<file path="src/sv/rnu_pkg.sv">
// ----------------------------------------------------------------------------
// rnu_pkg
// Shared widths and status codes for the rational normalizer.
// ----------------------------------------------------------------------------
package rnu_pkg;

    localparam int DATA_W = 64;                 // signed operand width
    localparam int MAG_W  = DATA_W - 1;         // magnitude width of a legal operand
    localparam int CNT_W  = $clog2(MAG_W);      // divide step counter width

    localparam int S_TDATA_W = 2 * DATA_W;
    localparam int M_TDATA_W = ((DATA_W + MAG_W + 7) / 8) * 8;
    localparam int STATUS_W  = 2;

    localparam logic [STATUS_W-1:0] ST_OK       = 2'd0;
    localparam logic [STATUS_W-1:0] ST_ZERO_DEN = 2'd1;
    localparam logic [STATUS_W-1:0] ST_OVERFLOW = 2'd2;

endpackage

</file>
<file path="src/sv/rational_normalizer_unit.sv">
// ----------------------------------------------------------------------------
// rational_normalizer_unit
// Reduces a signed 64-bit fraction to lowest terms with a positive denominator.
// ----------------------------------------------------------------------------
// One request is worked at a time; s_tready is high only while the unit is
// idle. A zero denominator or a most negative operand goes straight to the
// done state. Otherwise a binary gcd runs first, one step per cycle (each step
// drops at least one bit from the operand pair), then two restoring divides of
// 63 quotient bits each produce the reduced numerator and denominator. All of
// this work goes through one shared 64-bit subtractor. The result sits in an
// output register, and the next request may be taken while it waits for
// m_tready.
module rational_normalizer_unit
(
    input  logic                             clk,
    input  logic                             rst_n,
    input  logic                             s_tvalid,
    output logic                             s_tready,
    input  logic [rnu_pkg::S_TDATA_W-1:0]    s_tdata,   // num_in[63:0], den_in[127:64]
    output logic                             m_tvalid,
    input  logic                             m_tready,
    output logic [rnu_pkg::M_TDATA_W-1:0]    m_tdata,   // num_out[63:0], den_out[126:64], zero pad
    output logic [rnu_pkg::STATUS_W-1:0]     m_tuser    // status[1:0]
);

    localparam logic [2:0] S_IDLE = 3'd0;
    localparam logic [2:0] S_GCD  = 3'd1;
    localparam logic [2:0] S_DIVA = 3'd2;
    localparam logic [2:0] S_DIVB = 3'd3;
    localparam logic [2:0] S_DONE = 3'd4;

    localparam logic [rnu_pkg::CNT_W-1:0] DIV_LAST = rnu_pkg::CNT_W'(rnu_pkg::MAG_W - 1);
    localparam int PAD_W = rnu_pkg::M_TDATA_W - rnu_pkg::DATA_W - rnu_pkg::MAG_W;

    logic [2:0]                      state_reg, state_next;
    logic [rnu_pkg::MAG_W-1:0]       x_reg, x_next;
    logic [rnu_pkg::MAG_W-1:0]       y_reg, y_next;
    logic [rnu_pkg::MAG_W-1:0]       a_reg, a_next;     // numerator magnitude, then quotient
    logic [rnu_pkg::MAG_W-1:0]       b_reg, b_next;     // denominator magnitude, then quotient
    logic                            neg_reg, neg_next;
    logic [rnu_pkg::STATUS_W-1:0]    status_reg, status_next;
    logic [rnu_pkg::CNT_W-1:0]       cnt_reg, cnt_next;

    logic                            out_valid_reg, out_valid_next;
    logic [rnu_pkg::DATA_W-1:0]      out_num_reg, out_num_next;
    logic [rnu_pkg::MAG_W-1:0]       out_den_reg, out_den_next;
    logic [rnu_pkg::STATUS_W-1:0]    out_status_reg, out_status_next;

    logic [rnu_pkg::DATA_W-1:0]      num_in, den_in;
    logic [rnu_pkg::DATA_W-1:0]      num_neg, den_neg;
    logic                            in_zero_den, in_ovf;

    logic [rnu_pkg::DATA_W-1:0]      op_a, op_b;
    logic [rnu_pkg::DATA_W:0]        diff;
    logic                            borrow;
    logic [rnu_pkg::DATA_W-1:0]      abs_diff;
    logic [rnu_pkg::MAG_W-1:0]       div_q;             // dividend bits feeding the divider
    logic                            x_zero;
    logic                            accept;
    logic                            out_free;

    assign num_in  = s_tdata[rnu_pkg::DATA_W-1:0];
    assign den_in  = s_tdata[2*rnu_pkg::DATA_W-1:rnu_pkg::DATA_W];
    assign num_neg = ~num_in + rnu_pkg::DATA_W'(1);
    assign den_neg = ~den_in + rnu_pkg::DATA_W'(1);
    assign in_zero_den = (den_in == '0);
    assign in_ovf = (num_in == {1'b1, {rnu_pkg::MAG_W{1'b0}}})
                 || (den_in == {1'b1, {rnu_pkg::MAG_W{1'b0}}});

    assign s_tready = (state_reg == S_IDLE);
    assign accept   = s_tvalid && s_tready;
    assign out_free = !out_valid_reg || m_tready;
    assign x_zero   = (x_reg == '0);
    assign div_q    = (state_reg == S_DIVB) ? b_reg : a_reg;

    // shared subtractor: gcd compares x and y, the divider trial-subtracts y
    always_comb
    begin
        if (state_reg == S_GCD)
        begin
            op_a = {1'b0, x_reg};
        end
        else
        begin
            op_a = {x_reg, div_q[rnu_pkg::MAG_W-1]};
        end
        op_b     = {1'b0, y_reg};
        diff     = {1'b0, op_a} - {1'b0, op_b};
        borrow   = diff[rnu_pkg::DATA_W];
        abs_diff = borrow ? (~diff[rnu_pkg::DATA_W-1:0] + rnu_pkg::DATA_W'(1))
                          : diff[rnu_pkg::DATA_W-1:0];
    end

    always_comb
    begin
        state_next      = state_reg;
        x_next          = x_reg;
        y_next          = y_reg;
        a_next          = a_reg;
        b_next          = b_reg;
        neg_next        = neg_reg;
        status_next     = status_reg;
        cnt_next        = cnt_reg;
        out_valid_next  = out_valid_reg && !m_tready;
        out_num_next    = out_num_reg;
        out_den_next    = out_den_reg;
        out_status_next = out_status_reg;

        unique case (state_reg)
            S_IDLE:
            begin
                if (accept)
                begin
                    a_next   = num_in[rnu_pkg::DATA_W-1] ? num_neg[rnu_pkg::MAG_W-1:0]
                                                         : num_in[rnu_pkg::MAG_W-1:0];
                    b_next   = den_in[rnu_pkg::DATA_W-1] ? den_neg[rnu_pkg::MAG_W-1:0]
                                                         : den_in[rnu_pkg::MAG_W-1:0];
                    x_next   = a_next;
                    y_next   = b_next;
                    neg_next = num_in[rnu_pkg::DATA_W-1] ^ den_in[rnu_pkg::DATA_W-1];
                    if (in_zero_den || in_ovf)
                    begin
                        status_next = in_zero_den ? rnu_pkg::ST_ZERO_DEN : rnu_pkg::ST_OVERFLOW;
                        a_next      = '0;
                        b_next      = '0;
                        neg_next    = 1'b0;
                        state_next  = S_DONE;
                    end
                    else
                    begin
                        status_next = rnu_pkg::ST_OK;
                        state_next  = S_GCD;
                    end
                end
            end

            S_GCD:
            begin
                // common factors of two are stripped from a and b as well,
                // so y alone divides them once x reaches zero
                if (x_zero)
                begin
                    x_next     = '0;
                    cnt_next   = '0;
                    state_next = S_DIVA;
                end
                else if (!x_reg[0] && !y_reg[0])
                begin
                    x_next = x_reg >> 1;
                    y_next = y_reg >> 1;
                    a_next = a_reg >> 1;
                    b_next = b_reg >> 1;
                end
                else if (!x_reg[0])
                begin
                    x_next = x_reg >> 1;
                end
                else if (!y_reg[0])
                begin
                    y_next = y_reg >> 1;
                end
                else
                begin
                    // both odd: difference is even, halve it in the same step
                    x_next = abs_diff[rnu_pkg::MAG_W:1];
                    if (borrow)
                    begin
                        y_next = x_reg;
                    end
                end
            end

            S_DIVA, S_DIVB:
            begin
                x_next = borrow ? op_a[rnu_pkg::MAG_W-1:0] : diff[rnu_pkg::MAG_W-1:0];
                if (state_reg == S_DIVA)
                begin
                    a_next = {a_reg[rnu_pkg::MAG_W-2:0], !borrow};
                end
                else
                begin
                    b_next = {b_reg[rnu_pkg::MAG_W-2:0], !borrow};
                end
                cnt_next = cnt_reg + rnu_pkg::CNT_W'(1);
                if (cnt_reg == DIV_LAST)
                begin
                    cnt_next   = '0;
                    x_next     = '0;
                    state_next = (state_reg == S_DIVA) ? S_DIVB : S_DONE;
                end
            end

            S_DONE:
            begin
                if (out_free)
                begin
                    out_valid_next  = 1'b1;
                    out_num_next    = neg_reg ? (~{1'b0, a_reg} + rnu_pkg::DATA_W'(1))
                                              : {1'b0, a_reg};
                    out_den_next    = b_reg;
                    out_status_next = status_reg;
                    state_next      = S_IDLE;
                end
            end

            default:
            begin
                state_next = S_IDLE;
            end
        endcase
    end

    always_ff @(posedge clk or negedge rst_n)
    begin
        if (!rst_n)
        begin
            state_reg     <= S_IDLE;
            cnt_reg       <= '0;
            out_valid_reg <= 1'b0;
        end
        else
        begin
            state_reg     <= state_next;
            cnt_reg       <= cnt_next;
            out_valid_reg <= out_valid_next;
        end
    end

    always_ff @(posedge clk)
    begin
        x_reg          <= x_next;
        y_reg          <= y_next;
        a_reg          <= a_next;
        b_reg          <= b_next;
        neg_reg        <= neg_next;
        status_reg     <= status_next;
        out_num_reg    <= out_num_next;
        out_den_reg    <= out_den_next;
        out_status_reg <= out_status_next;
    end

    assign m_tvalid = out_valid_reg;
    assign m_tdata  = {{PAD_W{1'b0}}, out_den_reg, out_num_reg};
    assign m_tuser  = out_status_reg;

    // gcd divisor never vanishes while the loop runs
    assert property (@(posedge clk) disable iff (!rst_n)
        (state_reg == S_GCD) |-> (y_reg != '0))
        else $error("gcd divisor reached zero");

    assert property (@(posedge clk) disable iff (!rst_n)
        m_tvalid && (m_tuser == rnu_pkg::ST_OK) |-> (out_den_reg != '0))
        else $error("ok result with zero denominator");

    assert property (@(posedge clk) disable iff (!rst_n)
        m_tvalid && (m_tuser != rnu_pkg::ST_OK) |-> (out_den_reg == '0) && (out_num_reg == '0))
        else $error("error result carries nonzero data");

    assert property (@(posedge clk) disable iff (!rst_n)
        m_tvalid |-> (m_tuser == rnu_pkg::ST_OK) || (m_tuser == rnu_pkg::ST_ZERO_DEN)
                     || (m_tuser == rnu_pkg::ST_OVERFLOW))
        else $error("undefined status code");

    assert property (@(posedge clk) disable iff (!rst_n)
        (state_reg == S_DIVA) && (cnt_reg == DIV_LAST) |=> (state_reg == S_DIVB))
        else $error("divide sequence skipped denominator pass");

endmodule

</file>
<file path="config.mk">
export PLATFORM = sky130hd
export DESIGN_NAME = rational_normalizer_unit
export DESIGN_NICKNAME = d
export VERILOG_FILES = /design/src/sv/rnu_pkg.sv /design/src/sv/rational_normalizer_unit.sv
export SDC_FILE = /design/constraint.sdc
export NUM_CORES = 1
export LEC_CHECK = 0
export ABC_AREA = 1
export BUFFER_PORTS_ARGS = -buffer_cell sky130_fd_sc_hd__buf_4
export CAP_MARGIN = 40
export CORE_UTILIZATION = 30
export CTS_CLUSTER_DIAMETER = 150
export CTS_CLUSTER_SIZE = 10
export DETAILED_ROUTE_END_ITERATION = 12
export GPL_TIMING_DRIVEN = 0
export PLACE_DENSITY = 0.57
export REMOVE_ABC_BUFFERS = 1
export SYNTH_ARGS = -nofsm -noshare
export SYNTH_HDL_FRONTEND = slang
export SYNTH_SLANG_ARGS = --single-unit
</file>
<file path="constraint.sdc">
create_clock -name clk -period 8.3 [get_ports clk]
set_input_delay 0.415 -clock clk [delete_from_list [all_inputs] [get_ports clk]]
set_output_delay 0.415 -clock clk [all_outputs]
set_load 0.005 [all_outputs]
</file>
==> flow_metrics.tcl <==
set metrics [dict create \
    outcome "finished clean" \
    total_power_mw 19.1 \
    filler_cell_count 11805 \
    drive_gt1_frac 0.111 \
    clkTransAtPathRegs_ns 0.07 \
    crit_path_top_delay_cell "dfrtp_1" \
    initial_core_util 0.304 \
    h-tree-depth 2 \
    synthArstFlopShare 0.0254 \
    die-area_um2 112000 \
    synth.yosys.seq_area_share 0.355 \
    pin_count 264 \
    cts_buffers 45 \
    placedCellCount 6438 \
    worstMarginPinSlew_ns 0.913 \
    coreArea_um2 109000 \
    grt_pass1_wl_um 200000 \
    final_hold_viol_count 0 \
    synth-seq-cells 394 \
    numClockSinks 394 \
    seqCellArea_um2 11800 \
    skew_ns 0.0411 \
    max_stage_delay_ns 0.50 \
    hold-path-cell-count 4 \
    clockBufferDepth 3 \
    worstHoldStart "m_tready" \
    hpwl_um 112000 \
    required_ns 8.67 \
    antenna_found_initial 11 \
    grt_max_degree 111 \
    cts_tree "done" \
    rr_startpoint "state_reg[2]" \
    ff2ff_path_depth 27 \
    hp-class "in -> reg" \
    synthFlopType "edfxtp_1" \
    tns_ns 0 \
    yosysUniqueCellTypes 65 \
    fin_ws_ns 1.99 \
    cp-start-kind "flop" \
    setup_viol 0 \
    regToRegSetupSlack_ns 1.99 \
    die-width_um 335 \
    cts_setup_buffers 0 \
    clock_latency_ns 0.63 \
    max-slew-margin-rel 0.386 \
    layout.nets 5212 \
    synth_edf_count 384 \
    multi_input_area_um2 17900 \
    design_area_um2 38600 \
    path_class "reg -> reg" \
    finalNonFillerCells 6509 \
    postRouteWirelength_um 137000 \
    powerDensity_nw_per_um2 493 \
    core.rowCount 121 \
    max-cap-violations 0 \
    ir_drop_mv 0.244 \
    arrival_ns 6.69 \
    syn2layout_area_growth_pct 16.2 \
    drt-initial-drc-count 3143 \
    via_per_inst 5.12 \
    gr-total-overflow 0 \
    drt_pre_antenna_iters 6 \
    period_share 0.761 \
    gp_congestion 1.01 \
    drtAntennaViolNets 0 \
    p_leak_nw 17.1 \
    timing.fmax_mhz 158 \
    critPathMaxFanout 84 \
    synth-warning-count 0 \
    placedInstanceArea_um2 37400 \
    worstSetupEndpointType "flop" \
    whs_endpoint "m_tvalid" \
    timing.rr.end "x_reg[53]" \
    rsz0062_at_grt "no" \
    grt_pass1_vias 31326 \
    netlist_instances 4810 \
    synth_area_um2 33200 \
    num_vias 33357 \
    io_buffer_count 262 \
    drc 0 \
    drt-wirelength-per-cell_um 21.0 \
    die_h_um 335 \
    postSynthAreaPerCell_um2 6.91 \
    place_ws_ns 2.24 \
    min_period_ns 6.31 \
    grtUsageTotal 0.239 \
    largest_register_ff_count 64 \
    slew_viol_final 0 \
    cts_root_buf "clkbuf_16" \
]
## cell usage in the layout, fill, tap and decap left out, types with 26 or more instances in the layout
cell	instances
nor2_2	31
nand3_1	317
clkbuf_16	47
buf_4	264
o211ai_1	48
ha_1	69
nand2_1	1339
o221ai_1	86
nor4_1	41
nor3_1	73
a31oi_1	32
o2111ai_1	32
xor2_1	134
xnor2_1	28
nand2_2	63
edfxtp_1	384
nand4_1	90
inv_1	766
nor2_1	437
a21oi_1	172
inv_2	26
o21ai_0	278
## repair_timing
action / in CTS / in global routing
hold endpoints to repair: 10 / 0
endpoints found under the setup margin: 0 / 0
resized for setup: 0 / 0
hold buffers: 1 / 0
## per-stage QoR
stage,hold WS (ns),utilization
after floorplan,0.119,-
after global placement,0.255,0.333
after detailed placement,0.255,0.342
after CTS,0.0999,0.353
after global routing,0.157,0.353
final,0.140,0.353
## worst max-delay path, delay by kind of cell, from the launching register on
kind                       cells  cell delay [ns]
and+or+nand+nor               17             2.40
adders and majority gates      2             0.65
DFF                            1             0.50
AOI/OAI and AO/OA              2             0.23
buffers and inverters          6             1.95
## Yosys cell counts, types with 41 or more instances
library cell,number,area share
ha_1,69,0.026
clkbuf_1,109,0.012
nor3_1,73,0.011
xor2_1,134,0.035
o21ai_0,278,0.042
nor4_1,41,0.0077
nand3_1,317,0.048
inv_1,772,0.087
nand2_1,1343,0.15
a21oi_1,174,0.026
nand2_2,61,0.011
o221ai_1,86,0.023
o211ai_1,48,0.011
nand4_1,90,0.017
nor2_1,440,0.050
edfxtp_1,384,0.35
## per-layer routing
layer | GRT usage | vias up | share of wire
met5 | 0 | - | 0
met4 | 0.0927 | 0 | 0.038
met3 | 0.0264 | 185 | 0.068
met2 | 0.372 | 1227 | 0.44
met1 | 0.337 | 15620 | 0.46
li1 | - | 16325 | -
## report_power, final
part | total, mW | switching (mW) | internal, mW
logic | 12.9 | 8.98 | 3.89
clock network | 1.88 | 0.865 | 1.01
registers | 4.32 | 0.739 | 3.58
## area by class of cell
cell class,count,share of cell area
Multi-Input combinational cell,3462,0.462
Inverter,799,0.0779
Timing Repair Buffer,308,0.0745
Clock buffer,57,0.0314
Antenna cell,11,0.000713
Clock inverter,2,0.000453
Sequential cell,394,0.305
Tap cell,1476,0.0478
## worst max path at each step
stage          cells past startpoint  slack, ns          from         to
6_report                          27       1.99  state_reg[2]  x_reg[53]
5_1_grt                           27       1.64  state_reg[2]  x_reg[53]
4_1_cts                           27       2.21  state_reg[2]  x_reg[53]
3_5_place_dp                      27       2.24  state_reg[2]  x_reg[53]
3_3_place_gp                      19     -18.51  state_reg[2]   y_reg[1]
2_1_floorplan                     18      -6.55  state_reg[2]  y_reg[10]
## logic make-up after synthesis
group	after synthesis	share of synthesized area
adders and majority gates	70	0.0266
muxes	11	0.00331
buffers and inverters	954	0.110
other	1	0.000113
DFF	394	0.355
AOI/OAI and AO/OA	719	0.132
and+or+nand+nor	2498	0.330
xor gates and xnor gates	163	0.0432
(Power assumes the default switching activity.)
